### config.mk
export PLATFORM = sky130hd
export DESIGN_NAME = hall_triggered_lever_controller
export DESIGN_NICKNAME = d
export VERILOG_FILES = /design/src/hw/rtl/htlc_pkg.sv /design/src/hw/rtl/htlc_ring.sv /design/src/hw/rtl/hall_triggered_lever_controller.sv
export SDC_FILE = /design/constraint.sdc
export NUM_CORES = 2
export LEC_CHECK = 0
export ABC_AREA = 1
export BUFFER_PORTS_ARGS = -buffer_cell sky130_fd_sc_hd__buf_2
export CELL_PAD_IN_SITES_DETAIL_PLACEMENT = 0
export CELL_PAD_IN_SITES_GLOBAL_PLACEMENT = 1
export CORE_MARGIN = 1.5
export CORE_UTILIZATION = 53
export CTS_BUF_LIST = sky130_fd_sc_hd__clkbuf_4 sky130_fd_sc_hd__clkbuf_8
export CTS_CLUSTER_DIAMETER = 50
export DETAILED_ROUTE_END_ITERATION = 10
export GPL_TIMING_DRIVEN = 0
export PLACE_DENSITY_LB_ADDON = 0.1
export SETUP_SLACK_MARGIN = 0.15
export SLEW_MARGIN = 30
export SYNTH_ARGS = -nofsm -noshare
export SYNTH_HDL_FRONTEND = slang
export SYNTH_SLANG_ARGS = --single-unit
### constraint.sdc
create_clock -name clk -period 12.3 [get_ports clk]
set_clock_uncertainty 0.2 [all_clocks]
set_input_delay 0 -clock clk [delete_from_list [all_inputs] [get_ports clk]]
set_output_delay 0 -clock clk [all_outputs]
set_load 0.005 [all_outputs]
### src/hw/rtl/htlc_pkg.sv
// Shared types and constants for the hall-triggered lever controller.
// Depends on nothing; used by htlc_ring and hall_triggered_lever_controller.

package htlc_pkg;

    localparam int TIME_W    = 32;
    localparam int THRESH_W  = 12;
    localparam int DELAY_W   = 16;
    localparam int GAIN_W    = 17;
    localparam int ANGLE_W   = 8;
    localparam int POS_W     = 24;
    localparam int FRAC_W    = 16;
    localparam int CFG_W     = 17;
    localparam int CFG_IDX_W = 3;

    // register indexes on the configuration port
    localparam logic [CFG_IDX_W-1:0] REG_HALL_THRESHOLD = 3'd0;
    localparam logic [CFG_IDX_W-1:0] REG_CLOSE_DELAY    = 3'd1;
    localparam logic [CFG_IDX_W-1:0] REG_OPEN_DELAY     = 3'd2;
    localparam logic [CFG_IDX_W-1:0] REG_SMOOTH_GAIN    = 3'd3;
    localparam logic [CFG_IDX_W-1:0] REG_OPEN_ANGLE     = 3'd4;
    localparam logic [CFG_IDX_W-1:0] REG_CLOSED_ANGLE   = 3'd5;

    // register values after reset
    localparam logic [THRESH_W-1:0] RST_HALL_THRESHOLD = 12'd2600;
    localparam logic [DELAY_W-1:0]  RST_CLOSE_DELAY    = 16'd500;
    localparam logic [DELAY_W-1:0]  RST_OPEN_DELAY     = 16'd10000;
    localparam logic [GAIN_W-1:0]   RST_SMOOTH_GAIN    = 17'd1311;
    localparam logic [ANGLE_W-1:0]  RST_OPEN_ANGLE     = 8'd0;
    localparam logic [ANGLE_W-1:0]  RST_CLOSED_ANGLE   = 8'd90;

    // unity gain in Q16
    localparam logic [GAIN_W-1:0] Q16_ONE = 17'h10000;

    // what travels beside the sample through the averaging stages
    typedef struct packed {
        logic              tick;
        logic [TIME_W-1:0] time_ms;
    } item_t;

endpackage

### src/hw/rtl/htlc_ring.sv
// Sample window of the lever controller: ring memory, running sum and average.
// Depends on htlc_pkg (item_t).

module htlc_ring #(
    parameter int WINDOW_LEN  = 10,
    parameter int SAMPLE_BITS = 12
) (
    input  logic                   clk,
    input  logic                   rst_n,
    input  logic                   in_valid,
    output logic                   in_ready,
    input  htlc_pkg::item_t        in_item,
    input  logic [SAMPLE_BITS-1:0] in_sample,
    output logic                   out_valid,
    input  logic                   out_ready,
    output htlc_pkg::item_t        out_item,
    output logic [SAMPLE_BITS-1:0] out_average
);

    localparam int IDX_W     = (WINDOW_LEN > 1) ? $clog2(WINDOW_LEN) : 1;
    localparam int LOG_W     = $clog2(WINDOW_LEN);
    localparam int SUM_W     = SAMPLE_BITS + LOG_W;
    localparam int DIV_SHIFT = SUM_W + LOG_W;
    localparam int RECIP_W   = SUM_W + 1;
    localparam int PROD_W    = SUM_W + RECIP_W;
    localparam longint unsigned RECIP_FULL =
        ((64'd1 << DIV_SHIFT) + 64'(WINDOW_LEN) - 64'd1) / 64'(WINDOW_LEN);
    localparam logic [RECIP_W-1:0] RECIP    = RECIP_W'(RECIP_FULL);
    localparam logic [IDX_W-1:0]   LAST_IDX = IDX_W'(WINDOW_LEN - 1);
    localparam logic [SUM_W-1:0]   SUM_MAX  =
        SUM_W'(WINDOW_LEN * ((1 << SAMPLE_BITS) - 1));

    logic [SAMPLE_BITS-1:0] ring_mem [WINDOW_LEN];
    logic [WINDOW_LEN-1:0]  live_reg;
    logic [IDX_W-1:0]       wr_idx_reg;
    logic [SUM_W-1:0]       sum_reg;

    logic                   in_load;
    logic                   b_valid_reg;
    htlc_pkg::item_t        b_item_reg;
    logic [SAMPLE_BITS-1:0] b_sample_reg;
    logic [IDX_W-1:0]       b_idx_reg;
    logic [SAMPLE_BITS-1:0] b_rd_reg;
    logic                   b_live_reg;
    logic                   b_fwd_reg;
    logic [SAMPLE_BITS-1:0] b_fwd_data_reg;
    logic                   b_commit;
    logic                   b_write;
    logic                   collide;
    logic [SAMPLE_BITS-1:0] old_entry;
    logic [SUM_W-1:0]       sum_new;

    logic                   c_valid_reg;
    logic                   c_ready;
    htlc_pkg::item_t        c_item_reg;
    logic [SUM_W-1:0]       c_sum_reg;
    logic [PROD_W-1:0]      quot_prod;

    logic                   d_valid_reg;
    logic                   d_ready;
    logic                   d_load;
    htlc_pkg::item_t        d_item_reg;
    logic [SAMPLE_BITS-1:0] d_avg_reg;

    assign in_ready = !b_valid_reg || c_ready;
    assign in_load  = in_valid && in_ready;
    assign b_commit = b_valid_reg && c_ready;
    assign b_write  = b_commit && !b_item_reg.tick;
    // write back and read of the same entry in one edge: take the sample directly
    assign collide  = b_write && (b_idx_reg == wr_idx_reg);

    assign old_entry = b_fwd_reg ? b_fwd_data_reg : (b_live_reg ? b_rd_reg : '0);
    assign sum_new   = sum_reg - SUM_W'(old_entry) + SUM_W'(b_sample_reg);

    assign c_ready   = !c_valid_reg || d_ready;
    assign quot_prod = PROD_W'(c_sum_reg) * PROD_W'(RECIP);

    assign d_ready = !d_valid_reg || out_ready;
    assign d_load  = c_valid_reg && d_ready;

    // ring memory: read at accept, write back when the sum stage commits
    always_ff @(posedge clk)
    begin
        if (in_load)
        begin
            b_rd_reg <= ring_mem[wr_idx_reg];
        end
        if (b_write)
        begin
            ring_mem[b_idx_reg] <= b_sample_reg;
        end
    end

    always_ff @(posedge clk or negedge rst_n)
    begin
        if (!rst_n)
        begin
            live_reg    <= '0;
            wr_idx_reg  <= '0;
            sum_reg     <= '0;
            b_valid_reg <= 1'b0;
            c_valid_reg <= 1'b0;
            d_valid_reg <= 1'b0;
        end
        else
        begin
            if (in_load && !in_item.tick)
            begin
                wr_idx_reg <= (wr_idx_reg == LAST_IDX) ? '0 : wr_idx_reg + 1'b1;
            end
            if (b_write)
            begin
                live_reg[b_idx_reg] <= 1'b1;
                sum_reg             <= sum_new;
            end
            if (in_ready)
            begin
                b_valid_reg <= in_valid;
            end
            if (c_ready)
            begin
                c_valid_reg <= b_valid_reg;
            end
            if (d_ready)
            begin
                d_valid_reg <= c_valid_reg;
            end
        end
    end

    always_ff @(posedge clk)
    begin
        if (in_load)
        begin
            b_item_reg     <= in_item;
            b_sample_reg   <= in_sample;
            b_idx_reg      <= wr_idx_reg;
            b_live_reg     <= live_reg[wr_idx_reg];
            b_fwd_reg      <= collide;
            b_fwd_data_reg <= b_sample_reg;
        end
        if (b_commit)
        begin
            c_item_reg <= b_item_reg;
            c_sum_reg  <= b_item_reg.tick ? sum_reg : sum_new;
        end
        if (d_load)
        begin
            d_item_reg <= c_item_reg;
            d_avg_reg  <= quot_prod[DIV_SHIFT +: SAMPLE_BITS];
        end
    end

    assign out_valid   = d_valid_reg;
    assign out_item    = d_item_reg;
    assign out_average = d_avg_reg;

    a_sum_bounded: assert property (@(posedge clk) disable iff (!rst_n)
        sum_reg <= SUM_MAX)
        else $error("running sum beyond a full window of samples");

    a_ring_idx_range: assert property (@(posedge clk) disable iff (!rst_n)
        wr_idx_reg <= LAST_IDX)
        else $error("ring index beyond the window");

    a_sum_only_on_write: assert property (@(posedge clk) disable iff (!rst_n)
        !b_write |=> $stable(sum_reg))
        else $error("running sum moved without a ring write");

endmodule

### src/hw/rtl/hall_triggered_lever_controller.sv
// Top level of the hall-triggered lever controller: configuration registers,
// contact latch, lever timing and servo smoothing. Depends on htlc_pkg, htlc_ring.

// Usage
// -----
// Input words (valid/ready) carry mode, sample and time_ms. mode 0 is a hall
// sample that enters a window of WINDOW_LEN samples; mode 1 is a millisecond
// tick that runs the contact latch, picks the target angle and moves the
// smoothed servo position one filter step. Every word gives exactly one
// result word (valid/ready) with the state after that word.
// Result valid rises after the input word is accepted and has passed the registers for
// ring read, running sum, average multiply, tick logic and servo filter / output.
// Throughput is one word per cycle while out_ready holds; the window is one ring
// memory with one read and one write port, and back-to-back words to the same
// ring entry are forwarded around it.
// A stalled receiver holds the output register; the stages behind it keep
// filling, and in_ready drops only once every stage holds a word.
// Reset clears the pipeline, the window (each ring entry reads as zero until
// first written), the latch, target and position, and loads the register
// defaults; there is no clearing pass. Configuration writes (cfg_write,
// cfg_index, cfg_data) take effect on the next edge and belong to idle time.

module hall_triggered_lever_controller #(
    parameter int WINDOW_LEN  = 10,
    parameter int SAMPLE_BITS = 12
) (
    input  logic                             clk,
    input  logic                             rst_n,
    input  logic                             cfg_write,
    input  logic [htlc_pkg::CFG_IDX_W-1:0]   cfg_index,
    input  logic [htlc_pkg::CFG_W-1:0]       cfg_data,
    input  logic                             in_valid,
    output logic                             in_ready,
    input  logic                             mode,
    input  logic [SAMPLE_BITS-1:0]           sample,
    input  logic [htlc_pkg::TIME_W-1:0]      time_ms,
    output logic                             out_valid,
    input  logic                             out_ready,
    output logic [SAMPLE_BITS-1:0]           average_level,
    output logic                             latched,
    output logic [htlc_pkg::ANGLE_W-1:0]     target_angle,
    output logic [htlc_pkg::POS_W-1:0]       position_q16,
    output logic [htlc_pkg::ANGLE_W-1:0]     servo_angle
);

    localparam int TIME_W  = htlc_pkg::TIME_W;
    localparam int ANGLE_W = htlc_pkg::ANGLE_W;
    localparam int POS_W   = htlc_pkg::POS_W;
    localparam int FRAC_W  = htlc_pkg::FRAC_W;
    localparam int GAIN_W  = htlc_pkg::GAIN_W;
    localparam int DIFF_W  = POS_W + 1;
    localparam int ACC_W   = POS_W + FRAC_W + 4;
    localparam logic signed [ACC_W-1:0] HALF_LSB = ACC_W'(1 << (FRAC_W - 1));

    // configuration registers
    logic [htlc_pkg::THRESH_W-1:0] hall_threshold_reg;
    logic [htlc_pkg::DELAY_W-1:0]  close_delay_reg;
    logic [htlc_pkg::DELAY_W-1:0]  open_delay_reg;
    logic [GAIN_W-1:0]             gain_reg;
    logic [ANGLE_W-1:0]            open_angle_reg;
    logic [ANGLE_W-1:0]            closed_angle_reg;

    htlc_pkg::item_t        in_item;
    logic                   ring_valid;
    logic                   ring_ready;
    htlc_pkg::item_t        ring_item;
    logic [SAMPLE_BITS-1:0] ring_avg;

    // tick stage
    logic                   e_valid_reg;
    logic                   e_ready;
    logic                   e_load;
    logic                   e_tick_reg;
    logic [SAMPLE_BITS-1:0] e_avg_reg;
    logic                   latch_reg;
    logic [TIME_W-1:0]      contact_reg;
    logic [ANGLE_W-1:0]     target_reg;
    logic                   latch_next;
    logic [TIME_W-1:0]      contact_next;
    logic [ANGLE_W-1:0]     target_next;
    logic                   at_contact;
    logic [TIME_W-1:0]      elapsed;

    // filter / output stage
    logic                     f_ready;
    logic                     f_load;
    logic                     out_valid_reg;
    logic [SAMPLE_BITS-1:0]   out_avg_reg;
    logic                     out_latched_reg;
    logic [ANGLE_W-1:0]       out_target_reg;
    logic [POS_W-1:0]         position_reg;
    logic [GAIN_W-1:0]        gain_eff;
    logic signed [DIFF_W-1:0] pos_diff;
    logic signed [ACC_W-1:0]  filt_acc;

    // configuration port: unknown indexes fall through
    always_ff @(posedge clk or negedge rst_n)
    begin
        if (!rst_n)
        begin
            hall_threshold_reg <= htlc_pkg::RST_HALL_THRESHOLD;
            close_delay_reg    <= htlc_pkg::RST_CLOSE_DELAY;
            open_delay_reg     <= htlc_pkg::RST_OPEN_DELAY;
            gain_reg           <= htlc_pkg::RST_SMOOTH_GAIN;
            open_angle_reg     <= htlc_pkg::RST_OPEN_ANGLE;
            closed_angle_reg   <= htlc_pkg::RST_CLOSED_ANGLE;
        end
        else if (cfg_write)
        begin
            unique case (cfg_index)
                htlc_pkg::REG_HALL_THRESHOLD:
                    hall_threshold_reg <= cfg_data[htlc_pkg::THRESH_W-1:0];
                htlc_pkg::REG_CLOSE_DELAY:
                    close_delay_reg <= cfg_data[htlc_pkg::DELAY_W-1:0];
                htlc_pkg::REG_OPEN_DELAY:
                    open_delay_reg <= cfg_data[htlc_pkg::DELAY_W-1:0];
                htlc_pkg::REG_SMOOTH_GAIN:
                    gain_reg <= cfg_data[GAIN_W-1:0];
                htlc_pkg::REG_OPEN_ANGLE:
                    open_angle_reg <= cfg_data[ANGLE_W-1:0];
                htlc_pkg::REG_CLOSED_ANGLE:
                    closed_angle_reg <= cfg_data[ANGLE_W-1:0];
                default:
                begin
                end
            endcase
        end
    end

    assign in_item.tick    = mode;
    assign in_item.time_ms = time_ms;

    htlc_ring #(
        .WINDOW_LEN  (WINDOW_LEN),
        .SAMPLE_BITS (SAMPLE_BITS)
    ) u_ring (
        .clk         (clk),
        .rst_n       (rst_n),
        .in_valid    (in_valid),
        .in_ready    (in_ready),
        .in_item     (in_item),
        .in_sample   (sample),
        .out_valid   (ring_valid),
        .out_ready   (ring_ready),
        .out_item    (ring_item),
        .out_average (ring_avg)
    );

    // stage handshakes: a stage takes a word when empty or emptying
    assign f_ready    = !out_valid_reg || out_ready;
    assign e_ready    = !e_valid_reg || f_ready;
    assign ring_ready = e_ready;
    assign e_load     = ring_valid && e_ready;
    assign f_load     = e_valid_reg && f_ready;

    // contact latch and lever timing; the state regs always hold the values
    // after the last word that left the ring
    assign at_contact = 32'(ring_avg) >= 32'(hall_threshold_reg);

    always_comb
    begin
        latch_next   = latch_reg;
        contact_next = contact_reg;
        target_next  = target_reg;
        if (at_contact && !latch_reg)
        begin
            contact_next = ring_item.time_ms;
            latch_next   = 1'b1;
        end
        elapsed = ring_item.time_ms - contact_next;
        if (latch_next)
        begin
            if (elapsed >= TIME_W'(close_delay_reg)
                && elapsed < TIME_W'(open_delay_reg))
            begin
                target_next = closed_angle_reg;
            end
            else if (elapsed >= TIME_W'(open_delay_reg))
            begin
                target_next = open_angle_reg;
                if (!at_contact)
                begin
                    latch_next = 1'b0;
                end
            end
        end
    end

    // first-order filter: pos + g * (target - pos), rounded half up
    assign gain_eff = (gain_reg > htlc_pkg::Q16_ONE) ? htlc_pkg::Q16_ONE : gain_reg;
    assign pos_diff = $signed({1'b0, target_reg, {FRAC_W{1'b0}}})
                    - $signed({1'b0, position_reg});
    assign filt_acc = $signed({{(ACC_W - POS_W - FRAC_W){1'b0}}, position_reg,
                               {FRAC_W{1'b0}}})
                    + ACC_W'(pos_diff * $signed({1'b0, gain_eff}))
                    + HALF_LSB;

    always_ff @(posedge clk or negedge rst_n)
    begin
        if (!rst_n)
        begin
            e_valid_reg   <= 1'b0;
            latch_reg     <= 1'b0;
            contact_reg   <= '0;
            target_reg    <= '0;
            out_valid_reg <= 1'b0;
            position_reg  <= '0;
        end
        else
        begin
            if (e_ready)
            begin
                e_valid_reg <= ring_valid;
            end
            if (e_load && ring_item.tick)
            begin
                latch_reg   <= latch_next;
                contact_reg <= contact_next;
                target_reg  <= target_next;
            end
            if (f_ready)
            begin
                out_valid_reg <= e_valid_reg;
            end
            if (f_load && e_tick_reg)
            begin
                position_reg <= filt_acc[FRAC_W +: POS_W];
            end
        end
    end

    // word payload through the tick and output stages
    always_ff @(posedge clk)
    begin
        if (e_load)
        begin
            e_tick_reg <= ring_item.tick;
            e_avg_reg  <= ring_avg;
        end
        if (f_load)
        begin
            out_avg_reg     <= e_avg_reg;
            out_latched_reg <= latch_reg;
            out_target_reg  <= target_reg;
        end
    end

    assign out_valid     = out_valid_reg;
    assign average_level = out_avg_reg;
    assign latched       = out_latched_reg;
    assign target_angle  = out_target_reg;
    assign position_q16  = position_reg;
    assign servo_angle   = position_reg[FRAC_W +: ANGLE_W];

    a_latch_on_tick: assert property (@(posedge clk) disable iff (!rst_n)
        $rose(latch_reg) |-> $past(e_load && ring_item.tick))
        else $error("latch set without a tick entering the tick stage");

    a_lever_state_hold: assert property (@(posedge clk) disable iff (!rst_n)
        !(e_load && ring_item.tick) |=> $stable(target_reg) && $stable(contact_reg))
        else $error("lever state moved without a tick");

    a_position_on_tick: assert property (@(posedge clk) disable iff (!rst_n)
        !(f_load && e_tick_reg) |=> $stable(position_reg))
        else $error("servo position moved without a tick");

    a_ready_when_drained: assert property (@(posedge clk) disable iff (!rst_n)
        !out_valid_reg |-> in_ready)
        else $error("input stalled with an empty output register");

endmodule
# ---- Word level (Yosys, flattened, before mapping)
# Memory sizes are Yosys's and may differ from the RTL's. A register that Yosys moved wholly into a read port is not among the register bits.
# Index checks and enable logic that the tools add are counted.
dict set report word_totals {
  regBits 368
  ramBits 120
  wordCells 116
  memories 1
}
# memory words width read_ports rd_clocked_by_memory_dff wr line_no
set mem_list {}
lappend mem_list {u_ring.ring_mem 10 12 1 1 1 htlc_ring.sv:33} ;# logic [SAMPLE_BITS-1:0] ring_mem [WINDOW_LEN];
dict set report op_classes {
  n_addsub 7
  mul 2
  n_lt_le_gt_ge 8
  n_eq_ne 7
  muxes 19
  bitwise_logic 1
  reduce_logical 35
}
# op count
set op_table {}
lappend op_table {{>= comparator 32 x 16 -> 1 bit} 2}
lappend op_table {{adder 40 x 17 -> 40 bit, second input constant} 1}
lappend op_table {{adder 40 bit} 1}
lappend op_table {{multiplier 25 x 18 -> 40 bit} 1}
lappend op_table {{< comparator 32 x 16 -> 1 bit} 1}
lappend op_table {{2-to-1 mux 32 bit} 1}
lappend op_table {{subtractor 32 bit} 1}
lappend op_table {{multiplier 16 x 16 -> 31 bit, second input constant} 1}
lappend op_table {{subtractor 24 x 24 -> 25 bit} 1}
lappend op_table {{2-to-1 mux 12 bit} 2}
lappend op_table {{> comparator 17 bit, second input constant} 1}
lappend op_table {{2-to-1 mux 17 bit} 1}
lappend op_table {{adder 16 x 12 -> 16 bit} 1}
lappend op_table {{2-to-1 mux 16 bit} 1}
lappend op_table {{2-to-1 mux 8 bit} 2}
lappend op_table {{subtractor 16 x 12 -> 16 bit} 1}
lappend op_table {{logical AND 1 bit} 13}
lappend op_table {{>= comparator 12 bit} 1}
lappend op_table {{AND reduction 2 bit} 6}
lappend op_table {{< comparator 4 x 5 -> 1 bit, second input constant} 2}
lappend op_table {{bitwise OR 10 bit} 1}
lappend op_table {{2-to-1 mux 1 bit} 9}
lappend op_table {{logical NOT 1 bit} 8}
lappend op_table {{equality test 3 x 2 -> 1 bit, second input constant} 2}
lappend op_table {{other kinds (13)} 18}

# ---- Depth between registers and ports, before layout
dict set report depth {
  depth_word 9
  ltp_mapped 43
}

# ---- By module
# A second synthesis with hierarchy kept.
dict set report hier_totals {
  hier_cells 4751
  hier_area_um2 43590.6
}
# module n_inst cells_each area_per_inst_um2
set by_module_without_submodules {}
lappend by_module_without_submodules {hall_triggered_lever_controller 1 3208 26011.2}
lappend by_module_without_submodules {htlc_ring 1 1543 17579.4}

# ---- Worst setup path before layout
# OpenSTA, ideal clock, no wires.
dict set report synth_timing {
  path_kind {reg2reg}
  startpoint {register position_reg[0] (netlist: position_q16[0])}
  endpoint {register position_reg[18] (netlist: position_q16[18])}
  setup_time_ps 127
  t_arrival_ps 7576
  path_slack_ps 4397
  path_stages_with_launch 36
  n_path_buf 2
  period_less_slack_ps 7903
  cell_sequence {dfrtp_1 > buf_2 > inv_1 > clkbuf_1 > ha_1 > nand4_1 > nor2_1 > nand2_1 > o41ai_2 > inv_1 > o21ai_1 > xor2_1 > clkinv_1 > nor2_1 > fa_1 > fa_1 > inv_1 > fa_1 > inv_1 > fa_1 > fa_1 > inv_1 > fa_1 > inv_1 > ha_1 > nand2_1 > nor2_1 > inv_1 > nor2_1 > inv_1 > o21ai_0 > nand2_1 > nand2_1 > nand3_1 > a21oi_1 > o22ai_1}
}
dict set report synth_via {
  elab_chain_cells 4
}
# item line_no
set synth_rtl {}
lappend synth_rtl {{from (decl)} hall_triggered_lever_controller.sv:91} ;# logic [POS_W-1:0] position_reg;
lappend synth_rtl {{from (signal assigned)} hall_triggered_lever_controller.sv:227} ;# position_reg <= filt_acc[FRAC_W +: POS_W];
lappend synth_rtl {{subtractor 24 x 24 -> 25 bit} hall_triggered_lever_controller.sv:192} ;# - $signed({1'b0, position_reg});
lappend synth_rtl {{multiplier 25 x 18 -> 40 bit} hall_triggered_lever_controller.sv:195} ;# + ACC_W'(pos_diff * $signed({1'b0, gain_eff}))
lappend synth_rtl {{adder 40 bit (*)} hall_triggered_lever_controller.sv:195}
lappend synth_rtl {{adder 40 x 17 -> 40 bit (*)} hall_triggered_lever_controller.sv:196} ;# + HALF_LSB;
# Every way passes the cells marked *; elsewhere a longest branch is shown, timed or not.
# A chain may end at the register's enable or synchronous reset.

# ---- Worst setup path after layout
dict set report layout_timing {
  startpoint {register position_reg[0] (netlist: position_q16[0])}
  endpoint {register position_reg[16] (netlist: position_q16[16])}
}
# The elaborated chain is that of the path after synthesis.

==> impl_results.md <==
* Fin Setup TNS at 0 ps
* Die Ht at 286 um
* Met2 Usage GRT at 47.2%
* Critical path arrival at roughly 11000 ps
* Most Crowded Layer GR: met2
* Final Max Tran Viols at 0
* Unique masters post-synth at 59
* Status: complete, no violations
* Sequential share of the synthesized area at 33.4%
* Clk Latency, worst-skew pair at 740 ps
* Routed vias at 31317
* Met1 usage at 39.9%
* Post-route minimum period at 10980 ps
* Commonest cells after routing, fill and taps aside: inv_1 (980), nand2_1 (716), fa_1 (512)
* Mapped Area at 42500 sq um
* Initial Util at 53.6%
* Flops & latches, synth at 500
* Share of layout cells above drive strength 1 at 8.07%
* Hpwl dp at roughly 91000 um
* CTS tree: done
* Die area at a little over 80000 sq um
* Clock Sinks at 500
* Wire per inst at around 19 um
* M3 GR Usage at 4.66%
* Fraction of registers with async set/reset at between 30% and 40%
* Most flops, register: u_ring.ring_mem
* Starting DRT DRC Count at 2230
* CP max stage cell: xor2_1
* RD Place Congestion at between 0.9 and 1
* Hold Crit Class: primary input to flop
* CP Class: flop to flop
* Grt ovf at 0
* Ys flop type: edfxtp_1
* WP data required at 12660 ps
* Vias in the first global route at approximately 32000
* # port buffers at 124
* Clock slew at reported path FFs at ~60 ps
* Yosys top cell by area: fa_1
* Max Fanout on Critical Path at 11
* WL final at approximately 120000 um
* Final Net Count at 5737
* Total CTS buffers at 88
* Fin crit share at 89.3%
* Core ar. at roughly 79000 sq um
* Rows at around 100
* Antenna-violating nets left at 0
* Cell repeated most along the worst path: inv_1
* Pre-CTS WS at 1610 ps
* Mapped Nets at 5380
* Die Wd at 286 um
* Drt via density at 5.26
* Tot GR Track Use at between 20 and 30%
* Critical path's largest stage delay at 800 ps
* Top Ports at 125
* CTS root buf: clkbuf_8
* Syn-to-layout area delta at 13.2%
* MaxCap Viol Count at 0
* First-pass GRT wire length at between 150000 and 200000 um
* Fin util at slightly above 60%
* Ys Warns at 0
* Dpl cells at 5657
* Commonest non-fill, non-tap cell in the layout: inv_1
* First-pass iteration count of the detailed router at 6
* Type of destination of the critical path: flop
* Residual DRC at 0
* Worst-Margin Slew at 976 ps
* Number of synthesized flops with an enable pin at 323
* Relative slew margins at 34.3%
* Final Hold Fails at 0
* Largest net degree at the start of global routing at 76
* Longest Clk Path Bufs at 3
* H-tree levels at 3
* Buf/Inv on CP at 11
* Startpoint Class: flop
* Final setup vio count at 0
* Initial antenna violation count at 4
* Synth top area cells: fa_1 (24%), edfxtp_1 (23%), ha_1 (9.6%)
* Largest register FFs at 120
* Mean area per synthesized cell at 9.49 sq um
* Delay-heaviest family, CP: adder cells
* Share of the synthesized area in the top cell type at 24.1%
* Layout Cells excl Fill at 5958
* Synth Instances at 4472
* Fmax at 91.0 MHz
* Setup WS post-layout at about 1300 ps
* RSZ-0062 raised after global routing: false
==> cells in the mapped netlist, types with 62 or more instances <==
| cell | n |
|---|---|
| edfxtp_1 | 323 |
| nand2_1 | 716 |
| dfrtp_1 | 151 |
| fa_1 | 512 |
| clkbuf_1 | 95 |
| o21ai_0 | 306 |
| ha_1 | 326 |
| a21oi_1 | 126 |
| nor2_1 | 430 |
| nand3_1 | 108 |
| inv_1 | 981 |
| xor2_1 | 62 |
==> layer usage <==
metal,share of wire [%],wire length [um],vias up
met4,3.8,4430,2
li1,-,-,14710
met2,47,54700,909
met5,0.017,20,-
met1,43,50100,15486
met3,5.9,6820,210
==> worst reg2reg max path: cells and delay by family (launching register included) <==
kind / cells / cell delay [ps]
DFF: 1 / 360
xor gates and xnor gates: 2 / 1030
buffers and inverters: 11 / 2060
and+or+nand+nor: 6 / 1370
AOI/OAI and AO/OA: 8 / 2190
adders and majority gates: 8 / 3630
==> path summary, 6_finish.rpt <==
kind                                                       from  slack [ps]  cells after the start                              end
worst max-delay path                position_q16[0]$_DFFE_PN0P_        1320                     35     position_q16[16]$_DFFE_PN0P_
worst min-delay path                                cfg_data[8]          90                      4   close_delay_reg[8]$_DFFE_PN1P_
worst max register to register      position_q16[0]$_DFFE_PN0P_        1320                     35     position_q16[16]$_DFFE_PN0P_
worst min register to register  u_ring.b_item_reg[21]$_DFFE_PP_         210                      0  u_ring.c_item_reg[21]$_DFFE_PP_
max in group asynchronous                                 rst_n       10650                      6    open_delay_reg[9]$_DFFE_PN1P_
min in group asynchronous                                 rst_n         130                      4   u_ring.live_reg[9]$_DFFE_PN0P_
==> cells by family after synthesis <==
family	count (synthesis)	share of synthesized area, %
AND/OR/NAND/NOR	1362	13.2
flip-flops	500	33.4
buffers and inverters	1110	9.91
AO/OA/AOI/OAI	528	6.89
adder cells (fa/ha/maj)	838	33.8
multiplexers	25	0.589
XOR/XNOR	109	2.27
==> per-stage QoR <==
| stage | hold WS (ps) | cell area (sq um) |
|---|---|---|
| 2_1_floorplan | -496 | 42500 |
| 3_3_place_gp | -23.0 | 44400 |
| 3_5_place_dp | -273 | 44700 |
| 4_1_cts | 35.5 | 48000 |
| 5_1_grt | 81.4 | 48000 |
| 6_report | 92.9 | 48100 |
==> what timing repair did <==
action / in CTS / in global routing
buffers inserted: 0 / 0
gates resized for setup: 0 / 0
hold endpoints to repair: 382 / 0
hold buffers: 132 / 0
setup endpoints to repair: 0 / 0
==> cell type report <==
| cell class | instances | area (sq um) |
|---|---|---|
| well taps | 1050 | 1310 |
| flip-flops and latches | 500 | 14200 |
| fillers | 6943 | 31100 |
| diodes | 3 | 7.51 |
| clock buffers | 125 | 1530 |
| clock inverters | 41 | 443 |
| inverters | 999 | 3750 |
| repair buffers | 267 | 2220 |
| plain buffers | 111 | 457 |
| multi-input cells | 2862 | 24200 |
Power is left out: the tool's default activity adds up to more than one toggle a clock period on the data nets, which glitch-free logic cannot reach.
